`config.mk`:
```
export PLATFORM = sky130hd
export DESIGN_NAME = calendar_date_add_days_unit
export DESIGN_NICKNAME = d
export VERILOG_FILES = /design/src/hw/rtl/cdad_pkg.sv /design/src/hw/rtl/calendar_date_add_days_unit.sv /design/src/hw/rtl/cdad_ctrl.sv /design/src/hw/rtl/cdad_dp.sv
export VERILOG_INCLUDE_DIRS = /design/src /design/src/hw/rtl
export SDC_FILE = /design/constraint.sdc
export NUM_CORES = 1
export LEC_CHECK = 0
export CORE_ASPECT_RATIO = 0.8
export CORE_MARGIN = 1.5
export CORE_UTILIZATION = 45
export DETAILED_ROUTE_END_ITERATION = 12
export DONT_BUFFER_PORTS = 1
export PLACE_DENSITY_LB_ADDON = 0.12
export SLEW_MARGIN = 0
export SYNTH_ARGS = -nofsm -noshare
export SYNTH_HDL_FRONTEND = slang
export SYNTH_SLANG_ARGS = --single-unit
```
`constraint.sdc`:
```
create_clock -name clk -period 17.13 [get_ports clk]
set_clock_uncertainty 0.05 [all_clocks]
set_input_delay 0.8565 -clock clk [delete_from_list [all_inputs] [get_ports clk]]
set_output_delay 0.8565 -clock clk [all_outputs]
set_load 0.01 [all_outputs]
```
`src/hw/rtl/assert_macros.svh`:
```
// ----------------------------------------------------------------------------
// Assertion macros
// Shared concurrent assertion wrappers for the date adder blocks. They compile
// to nothing when SYNTHESIS is defined.
// ----------------------------------------------------------------------------
`ifndef ASSERT_MACROS_SVH
`define ASSERT_MACROS_SVH

`ifndef SYNTHESIS
// Property must hold at every clock edge outside reset.
`define CDAD_ASSERT(lbl, clk, rst_n, prop) \
	lbl: assert property (@(posedge clk) disable iff (!rst_n) prop) \
		else $error("cdad assertion failed");
// Expression must never be true at a clock edge outside reset.
`define CDAD_NEVER(lbl, clk, rst_n, expr) \
	lbl: assert property (@(posedge clk) disable iff (!rst_n) !(expr)) \
		else $error("cdad forbidden condition seen");
`else
`define CDAD_ASSERT(lbl, clk, rst_n, prop)
`define CDAD_NEVER(lbl, clk, rst_n, expr)
`endif

`endif

```
`src/hw/rtl/cdad_pkg.sv`:
```
// ----------------------------------------------------------------------------
// cdad_pkg
// Types, constants and calendar tables shared by the date adder modules.
// ----------------------------------------------------------------------------
package cdad_pkg;

	localparam int LAST_YEAR_DEF = 4095;
	localparam logic [11:0] BASE_YEAR_RST = 12'd1900;

	localparam int DAY_W  = 5;
	localparam int MON_W  = 4;
	localparam int YEAR_W = 12;
	localparam int OFF_W  = 21;
	localparam int WDAY_W = 3;
	localparam int DOY_W  = 9;
	localparam int STAT_W = 2;

	localparam int IN_TDATA_W  = 48;
	localparam int OUT_TDATA_W = 40;

	typedef enum logic [STAT_W-1:0] {
		ST_OK      = 2'd0,
		ST_INVALID = 2'd1,
		ST_BEFORE  = 2'd2,
		ST_PAST    = 2'd3
	} status_t;

	// Year stride sizes walked from coarse to fine.
	typedef enum logic [2:0] {
		PH_2000 = 3'd0,
		PH_400  = 3'd1,
		PH_100  = 3'd2,
		PH_20   = 3'd3,
		PH_4    = 3'd4,
		PH_1    = 3'd5
	} phase_t;

	typedef struct packed {
		logic load;
		logic walk;
		logic inv;
		logic restart;
		logic calc;
		logic ychk;
		logic out_load;
	} cmd_t;

	typedef struct packed {
		logic walk_done;
		logic fail;
	} sts_t;

	function automatic logic [10:0] stride_years(input phase_t ph);
		logic [10:0] r;
		unique case (ph)
			PH_2000: r = 11'd2000;
			PH_400:  r = 11'd400;
			PH_100:  r = 11'd100;
			PH_20:   r = 11'd20;
			PH_4:    r = 11'd4;
			PH_1:    r = 11'd1;
			default: r = 11'd0;
		endcase
		return r;
	endfunction

	// Days in one stride, less the leap day of the stride's first year.
	function automatic logic [19:0] base_days(input phase_t ph);
		logic [19:0] r;
		unique case (ph)
			PH_2000: r = 20'd730484;
			PH_400:  r = 20'd146096;
			PH_100:  r = 20'd36524;
			PH_20:   r = 20'd7304;
			PH_4:    r = 20'd1460;
			PH_1:    r = 20'd365;
			default: r = 20'd0;
		endcase
		return r;
	endfunction

	function automatic logic [2:0] base_mod7(input phase_t ph);
		logic [2:0] r;
		unique case (ph)
			PH_2000: r = 3'd6;
			PH_400:  r = 3'd6;
			PH_100:  r = 3'd5;
			PH_20:   r = 3'd3;
			PH_4:    r = 3'd4;
			PH_1:    r = 3'd1;
			default: r = 3'd0;
		endcase
		return r;
	endfunction

	// Leap flag of the cursor year after one stride of this size.
	function automatic logic leap_after(input phase_t ph);
		logic r;
		unique case (ph)
			PH_2000, PH_400, PH_20, PH_4: r = 1'b1;
			PH_100, PH_1:                 r = 1'b0;
			default:                      r = 1'b0;
		endcase
		return r;
	endfunction

	function automatic phase_t next_phase(input phase_t ph);
		phase_t r;
		unique case (ph)
			PH_2000: r = PH_400;
			PH_400:  r = PH_100;
			PH_100:  r = PH_20;
			PH_20:   r = PH_4;
			PH_4:    r = PH_1;
			PH_1:    r = PH_1;
			default: r = PH_1;
		endcase
		return r;
	endfunction

	// Days in the months before month m.
	function automatic logic [8:0] cum_days(input logic [3:0] m, input logic leap);
		logic [8:0] r;
		case (m)
			4'd1:    r = 9'd0;
			4'd2:    r = 9'd31;
			4'd3:    r = 9'd59;
			4'd4:    r = 9'd90;
			4'd5:    r = 9'd120;
			4'd6:    r = 9'd151;
			4'd7:    r = 9'd181;
			4'd8:    r = 9'd212;
			4'd9:    r = 9'd243;
			4'd10:   r = 9'd273;
			4'd11:   r = 9'd304;
			4'd12:   r = 9'd334;
			default: r = 9'd0;
		endcase
		if (leap && m > 4'd2 && m < 4'd13) begin
			r = r + 9'd1;
		end
		return r;
	endfunction

	function automatic logic [4:0] month_len(input logic [3:0] m, input logic leap);
		logic [4:0] r;
		case (m)
			4'd2:                             r = leap ? 5'd29 : 5'd28;
			4'd4, 4'd6, 4'd9, 4'd11:          r = 5'd30;
			4'd1, 4'd3, 4'd5, 4'd7, 4'd8, 4'd10, 4'd12: r = 5'd31;
			default:                          r = 5'd0;
		endcase
		return r;
	endfunction

	// Remainder by seven: octal digits are summed since eight is one mod seven.
	function automatic logic [2:0] mod7_12(input logic [11:0] x);
		logic [4:0] s1;
		logic [3:0] s2;
		s1 = 5'(x[2:0]) + 5'(x[5:3]) + 5'(x[8:6]) + 5'(x[11:9]);
		s2 = 4'(s1[2:0]) + 4'(s1[4:3]);
		return (s2 >= 4'd7) ? 3'(s2 - 4'd7) : 3'(s2);
	endfunction

endpackage

```
`src/hw/rtl/calendar_date_add_days_unit.sv`:
```
// ----------------------------------------------------------------------------
// calendar_date_add_days_unit
// Adds a signed day offset to a Gregorian date and returns the new date with
// its weekday, day of year and a status code.
// ----------------------------------------------------------------------------
//
//   Channel   Direction  Beat contents (lowest bits first)
//   s_axis    in         day, month, year, offset
//   m_axis    out        new_day, new_month, new_year, weekday, day_of_year;
//                        status in tuser
//   cfg       in         base_year, written whenever cfg_we is high
//
// The year walk sets how long an item takes from one accepted beat to the next:
// a cursor steps strides of 2000, 400, 100, 20, 4 and 1 years, one stride or
// one change of stride size per cycle, up to the input year and, for a date
// that passes the checks, again up to the year of the summed count.
// Reset clears the sequencer and output valid and sets base_year to 1900.
// A waiting result lets the next beat in; the one after holds until it is taken.
//
// Status codes: 0 good, 1 input date rejected, 2 result before base_year,
// 3 result after the last supported year. On a nonzero status all date
// fields of the result are zero.
// ----------------------------------------------------------------------------
module calendar_date_add_days_unit #(
	parameter int LAST_YEAR = cdad_pkg::LAST_YEAR_DEF
) (
	input  logic                              clk,
	input  logic                              arst_n,

	// Configuration write.
	input  logic                              cfg_we,
	input  logic [cdad_pkg::YEAR_W-1:0]       cfg_wdata,

	// Input date stream.
	input  logic                              s_axis_tvalid,
	output logic                              s_axis_tready,
	// day[4:0], month[8:5], year[20:9], offset[41:21], zero pad[47:42]
	input  logic [cdad_pkg::IN_TDATA_W-1:0]   s_axis_tdata,

	// Result stream.
	output logic                              m_axis_tvalid,
	input  logic                              m_axis_tready,
	// new_day[4:0], new_month[8:5], new_year[20:9], weekday[23:21],
	// day_of_year[32:24], zero pad[39:33]
	output logic [cdad_pkg::OUT_TDATA_W-1:0]  m_axis_tdata,
	// status[1:0]
	output logic [cdad_pkg::STAT_W-1:0]       m_axis_tuser
);

	cdad_pkg::cmd_t cmd;
	cdad_pkg::sts_t sts;

	// The controller owns the handshakes and the order of the phases; the
	// datapath owns every calendar value and reports when a walk is finished
	// and whether the item has already failed.
	cdad_ctrl u_ctrl (
		.clk       (clk),
		.arst_n    (arst_n),
		.in_valid  (s_axis_tvalid),
		.in_ready  (s_axis_tready),
		.out_valid (m_axis_tvalid),
		.out_ready (m_axis_tready),
		.cmd       (cmd),
		.sts       (sts)
	);

	cdad_dp #(
		.LAST_YEAR (LAST_YEAR)
	) u_dp (
		.clk       (clk),
		.arst_n    (arst_n),
		.cfg_we    (cfg_we),
		.cfg_wdata (cfg_wdata),
		.in_data   (s_axis_tdata),
		.cmd       (cmd),
		.sts       (sts),
		.out_data  (m_axis_tdata),
		.out_user  (m_axis_tuser)
	);

endmodule

```
`src/hw/rtl/cdad_ctrl.sv`:
```
// ----------------------------------------------------------------------------
// cdad_ctrl
// Sequencer of the date adder: input handshake, walk phases, result handoff.
// ----------------------------------------------------------------------------
`include "assert_macros.svh"

module cdad_ctrl (
	input  logic             clk,
	input  logic             arst_n,
	input  logic             in_valid,
	output logic             in_ready,
	output logic             out_valid,
	input  logic             out_ready,
	output cdad_pkg::cmd_t   cmd,
	input  cdad_pkg::sts_t   sts
);

	typedef enum logic [6:0] {
		S_IDLE = 7'b0000001,
		S_FWD  = 7'b0000010,
		S_CHK  = 7'b0000100,
		S_SEL  = 7'b0001000,
		S_INV  = 7'b0010000,
		S_YCHK = 7'b0100000,
		S_DONE = 7'b1000000
	} state_t;

	state_t state_q, state_d;
	logic   out_valid_q;

	always_comb begin
		state_d = state_q;
		cmd     = '0;
		unique case (state_q)
			S_IDLE: begin
				if (in_valid) begin
					cmd.load = 1'b1;
					state_d  = S_FWD;
				end
			end
			S_FWD: begin
				cmd.walk = 1'b1;
				if (sts.walk_done) begin
					state_d = S_CHK;
				end
			end
			S_CHK: begin
				cmd.calc = 1'b1;
				state_d  = S_SEL;
			end
			S_SEL: begin
				if (sts.fail) begin
					state_d = S_DONE;
				end else begin
					cmd.restart = 1'b1;
					state_d     = S_INV;
				end
			end
			S_INV: begin
				cmd.walk = 1'b1;
				cmd.inv  = 1'b1;
				if (sts.walk_done) begin
					state_d = S_YCHK;
				end
			end
			S_YCHK: begin
				cmd.ychk = 1'b1;
				state_d  = S_DONE;
			end
			S_DONE: begin
				if (!out_valid_q || out_ready) begin
					cmd.out_load = 1'b1;
					state_d      = S_IDLE;
				end
			end
			default: begin
				state_d = S_IDLE;
			end
		endcase
	end

	always_ff @(posedge clk or negedge arst_n) begin
		if (!arst_n) begin
			state_q     <= S_IDLE;
			out_valid_q <= 1'b0;
		end else begin
			state_q <= state_d;
			if (cmd.out_load) begin
				out_valid_q <= 1'b1;
			end else if (out_ready) begin
				out_valid_q <= 1'b0;
			end
		end
	end

	assign in_ready  = (state_q == S_IDLE);
	assign out_valid = out_valid_q;

	// A finished result never replaces one that is still waiting.
	`CDAD_NEVER(a_no_overwrite, clk, arst_n, cmd.out_load && out_valid_q && !out_ready)
	// An accepted beat keeps the input side closed on the next cycle.
	`CDAD_ASSERT(a_accept_busy, clk, arst_n, in_valid && in_ready |=> !in_ready)
	// A rejected date or an early count skips the inverse walk.
	`CDAD_ASSERT(a_fail_skip, clk, arst_n, (state_q == S_SEL) && sts.fail |=> state_q == S_DONE)
	// The inverse walk only runs on an item still marked good.
	`CDAD_ASSERT(a_inv_ok, clk, arst_n, (state_q == S_INV) |-> !sts.fail)

endmodule

```
`src/hw/rtl/cdad_dp.sv`:
```
// ----------------------------------------------------------------------------
// cdad_dp
// Datapath of the date adder: year walk cursor, day count, result fields.
// ----------------------------------------------------------------------------
`include "assert_macros.svh"

module cdad_dp #(
	parameter int LAST_YEAR = cdad_pkg::LAST_YEAR_DEF
) (
	input  logic                                clk,
	input  logic                                arst_n,
	input  logic                                cfg_we,
	input  logic [cdad_pkg::YEAR_W-1:0]         cfg_wdata,
	input  logic [cdad_pkg::IN_TDATA_W-1:0]     in_data,
	input  cdad_pkg::cmd_t                      cmd,
	output cdad_pkg::sts_t                      sts,
	output logic [cdad_pkg::OUT_TDATA_W-1:0]    out_data,
	output logic [cdad_pkg::STAT_W-1:0]         out_user
);

	// Cursor years and day counts must hold the latest reachable year plus
	// one coarse stride of look-ahead.
	localparam int YW = $clog2(LAST_YEAR + 5000);
	localparam int DU = $clog2(366 * (LAST_YEAR + 5000));
	localparam int DW = DU + 1;

	localparam int DAY_W  = cdad_pkg::DAY_W;
	localparam int MON_W  = cdad_pkg::MON_W;
	localparam int YEAR_W = cdad_pkg::YEAR_W;
	localparam int OFF_W  = cdad_pkg::OFF_W;
	localparam int DOY_W  = cdad_pkg::DOY_W;
	localparam int WDAY_W = cdad_pkg::WDAY_W;
	localparam int PAD_W  = cdad_pkg::OUT_TDATA_W - (DAY_W + MON_W + YEAR_W + WDAY_W + DOY_W);

	logic [YEAR_W-1:0]    base_q;
	cdad_pkg::phase_t     ph_q;
	cdad_pkg::status_t    status_q;

	logic [DAY_W-1:0]     day_q;
	logic [MON_W-1:0]     mon_q;
	logic [YEAR_W-1:0]    yr_q;
	logic [OFF_W-1:0]     off_q;
	logic [YW-1:0]        cur_y_q;
	logic [DU-1:0]        cur_d_q;
	logic [2:0]           cur_w_q;
	logic                 leap_q;
	logic [DW-1:0]        a_q;
	logic [DOY_W-1:0]     rem0_q;

	logic [DAY_W-1:0]     o_day_q;
	logic [MON_W-1:0]     o_mon_q;
	logic [YEAR_W-1:0]    o_yr_q;
	logic [WDAY_W-1:0]    o_wd_q;
	logic [DOY_W-1:0]     o_doy_q;
	logic [cdad_pkg::STAT_W-1:0] o_st_q;

	logic [YW-1:0]        tgt_y;
	logic [YW-1:0]        cand_y;
	logic [DU-1:0]        cand_d;
	logic [3:0]           w_sum;
	logic [2:0]           w_next;
	logic                 take;
	logic                 invalid;
	logic [8:0]           in_yday;
	logic [DW-1:0]        a_sum;
	logic [DU-1:0]        rem_full;
	logic [MON_W-1:0]     mon_n;
	logic [DAY_W-1:0]     day_n;
	logic [DOY_W-1:0]     doy_n;
	logic [WDAY_W-1:0]    wd_n;

	// One stride of the year cursor.
	assign tgt_y  = YW'(yr_q);
	assign cand_y = cur_y_q + YW'(cdad_pkg::stride_years(ph_q));
	assign cand_d = cur_d_q + DU'(cdad_pkg::base_days(ph_q)) + DU'(leap_q);
	assign w_sum  = 4'(cur_w_q) + 4'(cdad_pkg::base_mod7(ph_q)) + 4'(leap_q);
	assign w_next = (w_sum >= 4'd7) ? 3'(w_sum - 4'd7) : 3'(w_sum);
	assign take   = cmd.inv ? (cand_d <= a_q[DU-1:0]) : (cand_y <= tgt_y);

	assign sts.walk_done = cmd.walk && !take && (ph_q == cdad_pkg::PH_1);
	assign sts.fail      = (status_q != cdad_pkg::ST_OK);

	// Input date check, done once the cursor sits on the input year.
	assign invalid = (tgt_y < YW'(base_q)) || (tgt_y > YW'(LAST_YEAR))
		|| (mon_q == 4'd0) || (mon_q > 4'd12) || (day_q == 5'd0)
		|| (day_q > cdad_pkg::month_len(mon_q, leap_q));

	assign in_yday = cdad_pkg::cum_days(mon_q, leap_q) + 9'(day_q) - 9'd1;
	assign a_sum = {1'b0, cur_d_q} + DW'(in_yday) + {{(DW-OFF_W){off_q[OFF_W-1]}}, off_q};

	assign rem_full = a_q[DU-1:0] - cur_d_q;

	// Month scan over the day of year, then weekday from the running count.
	always_comb begin
		mon_n = 4'd1;
		for (int k = 2; k <= 12; k++) begin
			if (cdad_pkg::cum_days(4'(k), leap_q) <= rem0_q) begin
				mon_n = 4'(k);
			end
		end
	end

	assign day_n = 5'(rem0_q - cdad_pkg::cum_days(mon_n, leap_q) + 9'd1);
	assign doy_n = rem0_q + 9'd1;
	assign wd_n  = cdad_pkg::mod7_12(12'(cur_w_q) + 12'(rem0_q) + 12'd6);

	always_ff @(posedge clk or negedge arst_n) begin
		if (!arst_n) begin
			base_q   <= cdad_pkg::BASE_YEAR_RST;
			ph_q     <= cdad_pkg::PH_2000;
			status_q <= cdad_pkg::ST_OK;
		end else begin
			if (cfg_we) begin
				base_q <= cfg_wdata;
			end
			if (cmd.load || cmd.restart) begin
				ph_q <= cdad_pkg::PH_2000;
			end else if (cmd.walk && !take) begin
				ph_q <= cdad_pkg::next_phase(ph_q);
			end
			if (cmd.calc) begin
				if (invalid) begin
					status_q <= cdad_pkg::ST_INVALID;
				end else if (a_sum[DW-1]) begin
					status_q <= cdad_pkg::ST_BEFORE;
				end else begin
					status_q <= cdad_pkg::ST_OK;
				end
			end else if (cmd.ychk) begin
				if (cur_y_q < YW'(base_q)) begin
					status_q <= cdad_pkg::ST_BEFORE;
				end else if (cur_y_q > YW'(LAST_YEAR)) begin
					status_q <= cdad_pkg::ST_PAST;
				end
			end
		end
	end

	always_ff @(posedge clk) begin
		if (cmd.load) begin
			day_q <= in_data[4:0];
			mon_q <= in_data[8:5];
			yr_q  <= in_data[20:9];
			off_q <= in_data[41:21];
		end
		if (cmd.load || cmd.restart) begin
			cur_y_q <= '0;
			cur_d_q <= '0;
			cur_w_q <= '0;
			leap_q  <= 1'b1;
		end else if (cmd.walk && take) begin
			cur_y_q <= cand_y;
			cur_d_q <= cand_d;
			cur_w_q <= w_next;
			leap_q  <= cdad_pkg::leap_after(ph_q);
		end
		if (cmd.calc) begin
			a_q <= a_sum;
		end
		if (cmd.ychk) begin
			rem0_q <= rem_full[DOY_W-1:0];
		end
		if (cmd.out_load) begin
			o_st_q <= status_q;
			if (status_q == cdad_pkg::ST_OK) begin
				o_day_q <= day_n;
				o_mon_q <= mon_n;
				o_yr_q  <= cur_y_q[YEAR_W-1:0];
				o_wd_q  <= wd_n;
				o_doy_q <= doy_n;
			end else begin
				o_day_q <= '0;
				o_mon_q <= '0;
				o_yr_q  <= '0;
				o_wd_q  <= '0;
				o_doy_q <= '0;
			end
		end
	end

	assign out_data = {{PAD_W{1'b0}}, o_doy_q, o_wd_q, o_yr_q, o_mon_q, o_day_q};
	assign out_user = o_st_q;

	// The forward walk never passes the input year.
	`CDAD_ASSERT(a_fwd_bound, clk, arst_n, cmd.walk && !cmd.inv |-> cur_y_q <= tgt_y)
	// The inverse walk never passes the target day count.
	`CDAD_ASSERT(a_inv_bound, clk, arst_n, cmd.walk && cmd.inv |-> cur_d_q <= a_q[DU-1:0])
	// The inverse walk starts only from a nonnegative count.
	`CDAD_NEVER(a_inv_sign, clk, arst_n, cmd.walk && cmd.inv && a_q[DW-1])
	// A good result lands inside one year.
	`CDAD_ASSERT(a_rem_range, clk, arst_n, cmd.out_load && !sts.fail |-> rem0_q <= 9'd365)

endmodule

```
# Word-level counts from Yosys, hierarchy flattened
# Memories as Yosys holds them, arrays and structs flattened. A register that Yosys moved wholly into a read port is not among the register bits.
# Cells that the tools add are included.
# W data, S select, Z words.
[word_totals]
out_inout_bits = 44
romBits = 288
register_bits = 173
ramBits = 0
latch_bits = 0
inputBits = 65
mem_count = 2
word_cells = 191
[mem_list]
columns = ["name", "depth", "word_bits", "read_ports", "rd_ports_with_merged_regs", "wr", "line_no", "rtl"]
rows = [
  ["(name not given)", 16, 9, 1, 0, 0, "cdad_pkg.sv:124", "case (m)"],
  ["(name not given)", 16, 9, 1, 1, 0, "cdad_pkg.sv:124", ""],
]
[op_classes]
n_lt_le_gt_ge = 25
n_reduce_logical = 32
eq_ne = 28
mul = 0
muxes = 60
div = 0
addsub = 23
bitwise = 0
shift = 0
[ops]
columns = ["operator", "count"]
rows = [
  ["$pmux W20 S6", 1],
  ["$pmux W11 S6", 1],
  ["$pmux W7 S7", 1],
  ["$le A8 B9 Y1", 4],
  ["$mux W7", 5],
  ["$mux W3", 10],
  ["$mux W4", 7],
  ["$le A9 B9 Y1", 3],
  ["$add A22 B9 Y23", 1],
  ["$add A23 B23 Y23", 1],
  ["$add A22 B1 Y22", 1],
  ["$add A22 B20 Y22", 1],
  ["$le A22 B22 Y1", 1],
  ["$eq A4 B4 Y1 const B", 5],
  ["$mux W1", 20],
  ["$mux W2", 10],
  ["$add A9 B1 Y9 const B", 2],
  ["$le A7 B9 Y1", 2],
  ["$eq A4 B3 Y1 const B", 4],
  ["$pmux W3 S5", 1],
  ["$pmux W5 S3", 1],
  ["$add A14 B11 Y14", 1],
  ["$gt A14 B12 Y1 const B", 1],
  ["$le A14 B12 Y1", 1],
  ["53 further kinds", 83],
]

# Longest topological paths before layout
[depth]
ltp_word = 18
ltp_mapped = 29
mapped_depth_nobuf = 28

# Hierarchy
# Synthesis repeated with hierarchy kept, for this count alone.
[unflattened]
cells_unflattened = 1466
area_unflattened_um2 = 13708.1
[by_module_without_submodules]
columns = ["mod", "cells_each", "area_per_inst_um2", "n_inst"]
rows = [
  ["cdad_dp", 1413, 13242.7, 1],
  ["cdad_ctrl", 53, 465.4, 1],
]

# Worst setup path before layout
# Ideal clock, no wire load.
[synth_timing]
kind = "reg2reg"
start = "register u_dp.mon_q[0]"
end = "register u_dp.a_q[21] (data pin)"
setup_ns = 0.259
synth_period_minus_slack_ns = 5.578
arrival_time_ns = 5.269
n_path_buf = 1
slack_ns = 11.552
stages_incl_launch_ff = 28
cell_sequence = "edfxtp_1 > o211ai_1 > and3_1 > clkbuf_1 > nand2_1 > xor2_1 > ha_1 > inv_1 > ha_1 > a21o_1 > a21oi_1 > o21bai_1 > a21oi_1 > o21bai_1 > a21oi_1 > xnor2_1 > fa_1 > inv_1 > ha_1 > a21o_1 > a21o_1 > a21o_1 > or3_1 > o211a_1 > o21a_1 > o21a_1 > o21ai_0 > xnor2_1"
[synth_via]
elab_chain_cells = 8
elab_cells_between_ends = 9
cone_classes = "add/sub: 4; order compare: 2; mux: 1; reduce/logical: 2"
[synth_lines]
columns = ["item", "line_no", "rtl"]
rows = [
  ["start: declaration", "cdad_dp.sv:40", "logic [MON_W-1:0] mon_q;"],
  ["start signal: assignment", "cdad_dp.sv:142", "mon_q <= in_data[8:5];"],
  ["$gt A4 B2 Y1", "cdad_pkg.sv:139", "if (leap && m > 4'd2 && m < 4'd13) begin"],
  ["$logic_and A1 B1 Y1", "cdad_pkg.sv:139", ""],
  ["$logic_and A1 B1 Y1 (*)", "cdad_pkg.sv:139", ""],
  ["$mux W9 (*)", "cdad_pkg.sv:139", ""],
  ["$add A9 B5 Y9 (*)", "cdad_dp.sv:88", "assign in_yday = cdad_pkg::cum_days(mon_q, leap_q) + 9'(day_q) - 9'd1;"],
  ["$sub A9 B1 Y9 (*)", "cdad_dp.sv:88", ""],
  ["$add A22 B9 Y23 (*)", "cdad_dp.sv:89", "assign a_sum = {1'b0, cur_d_q} + DW'(in_yday) + {{(DW-OFF_W){off_q[OFF_W-1]}}, off_q};"],
  ["$add A23 B23 Y23 (*)", "cdad_dp.sv:89", ""],
  ["via u_dp.a_sum[21]", "cdad_dp.sv:65", "logic [DW-1:0] a_sum;"],
  ["end signal: assignment", "cdad_dp.sv:158", "a_q <= a_sum;"],
  ["end: declaration", "cdad_dp.sv:47", "logic [DW-1:0] a_q;"],
]
# The timed path passes the listed nets; every way through them passes the cells marked *.
# A chain may end at the register's enable or synchronous reset.

# Final worst setup path
[layout_timing]
start = "register u_dp.ph_q[0]"
end = "register u_dp.cur_y_q[11]"
[layout_via]
elab_chain_cells = 7
elab_cells_between_ends = 15
cone_classes = "add/sub: 3; order compare: 2; eq/ne: 5; mux: 3; reduce/logical: 2"
[layout_lines]
columns = ["item", "line_no", "rtl"]
rows = [
  ["start: declaration", "cdad_dp.sv:36", "cdad_pkg::phase_t ph_q;"],
  ["start signal: assignment", "cdad_dp.sv:110", "ph_q <= cdad_pkg::PH_2000;"],
  ["start signal: assignment", "cdad_dp.sv:117", "ph_q <= cdad_pkg::PH_2000;"],
  ["start signal: assignment", "cdad_dp.sv:119", "ph_q <= cdad_pkg::next_phase(ph_q);"],
  ["$eq A3 B3 Y1 (tied with other cells)", "cdad_pkg.sv:70", "unique case (ph)"],
  ["$pmux W20 S6 (*)", "cdad_pkg.sv:70", ""],
  ["$add A22 B20 Y22 (*)", "cdad_dp.sv:75", "assign cand_d = cur_d_q + DU'(cdad_pkg::base_days(ph_q)) + DU'(leap_q);"],
  ["$add A22 B1 Y22 (*)", "cdad_dp.sv:75", ""],
  ["via u_dp.cand_d[20]", "cdad_dp.sv:59", "logic [DU-1:0] cand_d;"],
  ["$le A22 B22 Y1 (*)", "cdad_dp.sv:78", "assign take = cmd.inv ? (cand_d <= a_q[DU-1:0]) : (cand_y <= tgt_y);"],
  ["$mux W1 (*)", "cdad_dp.sv:78", ""],
  ["$logic_and A1 B1 Y1 (*)", "cdad_dp.sv:151", "end else if (cmd.walk && take) begin"],
  ["end signal: assignment", "cdad_dp.sv:152", "cur_y_q <= cand_y;"],
  ["end: declaration", "cdad_dp.sv:43", "logic [YW-1:0] cur_y_q;"],
]
# Marks and branches as above.

==> results_tabular.tex <==
\begin{tabular}{lr}
\hline
Metric & Value \\
\hline
\multicolumn{2}{l}{\textbf{Synth}} \\
\quad Cell variety after synth & 79 \\
\quad Count of warnings emitted by yosys & 0 \\
\quad Synth Register Bits & 182 \\
\quad Dominant cell type by area after synthesis & edfxtp\_1 \\
\quad Sequential area share after synthesis & 0.360 \\
\quad Mapped Area & 13500 µm² \\
\quad Share of async-settable or async-resettable flops after synthesis & 0.137 \\
\quad Mean instance size in the synthesized netlist & 9.60 µm² \\
\quad Most frequently used cell type in the post-synthesis netlist & ha\_1 \\
\quad Leading post-synthesis cells by instance count & ha\_1 (190), inv\_1 (155), nand2\_1 (121), edfxtp\_1 (108), nor2\_1 (86) \\
\quad Portion of synthesized cell area occupied by the leading cell type & 0.240 \\
\quad Number of instances in the synthesized netlist & 1407 \\
\quad Ranking of synthesized cells by area & edfxtp\_1 (24\%), ha\_1 (18\%), dfxtp\_1 (7.3\%) \\
\quad Number of synthesized flops with an enable pin & 108 \\
\quad Prevailing post-synth register cell & edfxtp\_1 \\
\multicolumn{2}{l}{\textbf{Worst setup path}} \\
\quad Arrival time at the worst endpoint & 7.39 ns \\
\quad Worst setup path category & flop to flop \\
\quad Critical Path, Cell by Cell & nor2b\_1 > nand2\_1 > o21ai\_0 > ha\_1 > a21o\_1 > a2111oi\_0 > a21oi\_1 > a41o\_1 > o21a\_1 > a311oi\_2 > xnor2\_1 > ha\_1 > nand4\_1 > or2\_1 > nor3\_1 > a221oi\_1 > o221a\_2 > a41oi\_1 > o21a\_2 > buf\_4 > nor3\_1 > a311o\_1 \\
\quad Startpoint of the worst-slack reg-to-reg timing path & u\_dp.ph\_q[0]\$\_DFFE\_PN0P\_ \\
\quad Reg2reg setup slack & 10.02 ns \\
\quad Endpoint of the worst-slack reg-to-reg timing path & u\_dp.cur\_y\_q[11]\$\_SDFFE\_PN0P\_ \\
\quad Critical Path Sink Type & flop \\
\quad WP buf/inv & 1 \\
\quad CP max stage delay & 0.51 ns \\
\quad Worst path slowest cell & dfrtp\_1 \\
\quad Critical path startpoint & u\_dp.ph\_q[0]\$\_DFFE\_PN0P\_ \\
\quad Maximum fanout encountered on the critical timing path & 39 \\
\quad Critical Path Source Type & flop \\
\quad Delay-heaviest family, CP & compound AO/OA/AOI/OAI gates \\
\quad Required time of the critical path & 17.41 ns \\
\quad Worst Reg-to-Reg Cells & 22 \\
\multicolumn{2}{l}{\textbf{Routing}} \\
\quad Total length of routed wires & 29200 µm \\
\quad Number of antenna-violating nets in the routed design & 0 \\
\quad Router iterations before antenna repair & 7 \\
\quad Violation count after the first detailed-route iteration & 538 \\
\quad Wire length per cell & 16.4 µm \\
\quad Via density per instance & 5.37 \\
\quad \# DRC & 0 \\
\quad Total number of vias & 9603 \\
\multicolumn{2}{l}{\textbf{Placed design}} \\
\quad Placer's final routability congestion estimate & 0.845 \\
\quad Post-place instance area & 13800 µm² \\
\quad Placement Setup Slack & 10.11 ns \\
\quad Placed wire-length estimate & 22600 µm \\
\quad Count of buffers inserted at the top-level ports & 0 \\
\multicolumn{2}{l}{\textbf{Layout}} \\
\quad Growth of design area from synthesis to finish & 6.89\% \\
\quad Layout fillers & 2804 \\
\quad Post-route cell area & 14400 µm² \\
\quad ANT cells & 0 \\
\quad Nets & 1674 \\
\quad Fraction of the core area covered by cells at the end of the flow & 0.490 \\
\quad Fraction of layout instances using a drive strength above 1 & 0.0589 \\
\multicolumn{2}{l}{\textbf{Power and ir drop}} \\
\quad Cell area power density & 204 nW/µm² \\
\quad Worst vdd rail ir drop & 0.110 mV \\
\quad Leakage & 0.00667 µW \\
\multicolumn{2}{l}{\textbf{Timing}} \\
\quad Setup repair after global routing missed its margin & no \\
\quad Setup WS post-layout & 10.02 ns \\
\quad Count of final max-slew check failures & 0 \\
\quad Fmax & 141 MHz \\
\quad Actual slew at the worst max-slew pin & 1.29 ns \\
\quad Slew Limit Headroom & 0.127 \\
\quad Total negative slack for setup checks & 0 ns \\
\quad Minimum clock period after layout & 7.11 ns \\
\quad Setup-violating endpoint count in the final report & 0 \\
\quad Ratio of final minimum period to clock period & 0.415 \\
\quad Final Hold Vio Count & 0 \\
\multicolumn{2}{l}{\textbf{Status}} \\
\quad Status & finished clean \\
\multicolumn{2}{l}{\textbf{Global routing}} \\
\quad Antenna violations before repair & 0 \\
\quad First-pass GRT wire length & 47000 µm \\
\quad All-Layer GR Usage & 0.193 \\
\quad Pin count of the biggest net entering global routing & 44 \\
\quad Via count of the first global-routing pass & 8925 \\
\quad GR Overflow Total & 0 \\
\multicolumn{2}{l}{\textbf{Run}} \\
\quad Max-cap check violation count & 0 \\
\multicolumn{2}{l}{\textbf{Floorplan}} \\
\quad Height of the die & 158 µm \\
\quad Overall die area & 31100 µm² \\
\quad Initial cell density of the core & 0.459 \\
\quad Row cnt & 56 \\
\quad Chip Width & 197 µm \\
\quad Number of top-level design ports & 109 \\
\quad Area inside the core boundary & 29400 µm² \\
\multicolumn{2}{l}{\textbf{Clock network}} \\
\quad Root Buffer Master & clkbuf\_16 \\
\quad Maximum count of clock buffers along a single path & 2 \\
\quad Clock tree from TritonCTS & yes \\
\quad Setup fix buffers added after clock tree synthesis & 0 \\
\quad Clock buffers created by TritonCTS & 17 \\
\quad Clock Pin Slew Worst Setup and Hold Paths & 0.08 ns \\
\quad Insertion delay of the later-clocked pin in the worst-skew pair & 0.45 ns \\
\quad Count of H-tree levels built during CTS & 4 \\
\quad Clock tree sinks & 182 \\
\quad Quantity of hold-fixing buffers added after cts & 0 \\
\quad Gates resized, CTS repair & 0 \\
\multicolumn{2}{l}{\textbf{Hold path}} \\
\quad Hold WC Path Type & input port to asynchronous set/reset pin \\
\hline
\end{tabular}
## worst max-delay path by stage
stage               depth (start not counted)                            end
finish                                     22  u_dp.cur_y_q[11]$_SDFFE_PN0P_
global placement                           23  u_dp.cur_d_q[14]$_SDFFE_PN0P_
CTS                                        22  u_dp.cur_y_q[11]$_SDFFE_PN0P_
detailed placement                         22   u_dp.cur_y_q[3]$_SDFFE_PN0P_
global route                               22  u_dp.cur_y_q[11]$_SDFFE_PN0P_
floorplan                                  27         u_dp.a_q[21]$_DFFE_PP_
## layout make-up
type	count	area (µm²)	area share
clock inverters	13	124	0.00858
well taps	377	472	0.0327
clock buffers	19	464	0.0322
repair buffers	6	45.0	0.00312
flip-flops and latches	182	4860	0.337
multi-input cells	1035	7890	0.546
inverters	155	582	0.0403
## cell families after synthesis
kind of cell | synth area share
AND/OR/NAND/NOR | 0.139
AO/OA/AOI/OAI | 0.153
adder cells (fa/ha/maj) | 0.209
buffers and inverters | 0.0585
flip-flops | 0.360
XOR/XNOR | 0.0681
multiplexers | 0.0128
other | 0.000278
## per-stage QoR
step	std cells	hold WS (ns)	power [µW]
after detailed placement	1755	0.418	2550
after floorplan	1414	0.397	2180
after global routing	1787	0.0217	3260
final	1787	0.0409	2950
after global placement	1755	0.412	2520
after CTS	1787	0.0232	2980
## flip-flops by register name, indices dropped and copies added, names as in the netlist, 4 cells and up, named ones only
register and cells:
u_dp.off_q 21, u_dp.mon_q 4, u_dp.o_yr_q 12, u_dp.yr_q 12
u_dp.cur_y_q 14, u_dp.cur_d_q 22, u_ctrl.state_q 7, u_dp.o_doy_q 9
u_dp.day_q 5, u_dp.rem0_q 9, u_dp.a_q 22, u_dp.o_day_q 5
u_dp.base_q 12, u_dp.o_mon_q 4
## routing by layer
layer	GRT usage	routed length [µm]
met1	0.297	15700
met2	0.281	12000
met3	0.0283	1240
met4	0.0473	265
met5	0	0
## cell usage in the layout (no fill, tap or decap), types with 6 or more instances in the layout
master       n
buf_4        6
mux2_2       7
nor2_1      86
nor2b_1     14
a211oi_1     6
nand2b_1    15
o21bai_1     9
o21ai_1      8
a31o_2       6
ha_1       190
or2_2        6
xnor2_1     71
edfxtp_1   108
nand3_1     46
mux2i_1      8
clkbuf_16   18
and2_1      20
nand2_1    121
a21o_1      56
dfstp_2      8
conb_1       8
nor3_1      25
and3_1       9
inv_1      154
a31oi_1      8
dfxtp_1     49
a21oi_1     68
o21ai_0     59
nand4_1     14
xor2_1      34
o21a_1      21
fa_1        22
dfrtp_1     17
## where the power goes
group          leakage [µW]  switching, µW  total [µW]  internal [µW]
Combinational       0.00467           1040        1880            833
Clock              0.000296            194         400            206
Sequential          0.00170           63.6         674            610
Note: power is estimated with default switching activity, not from simulation.
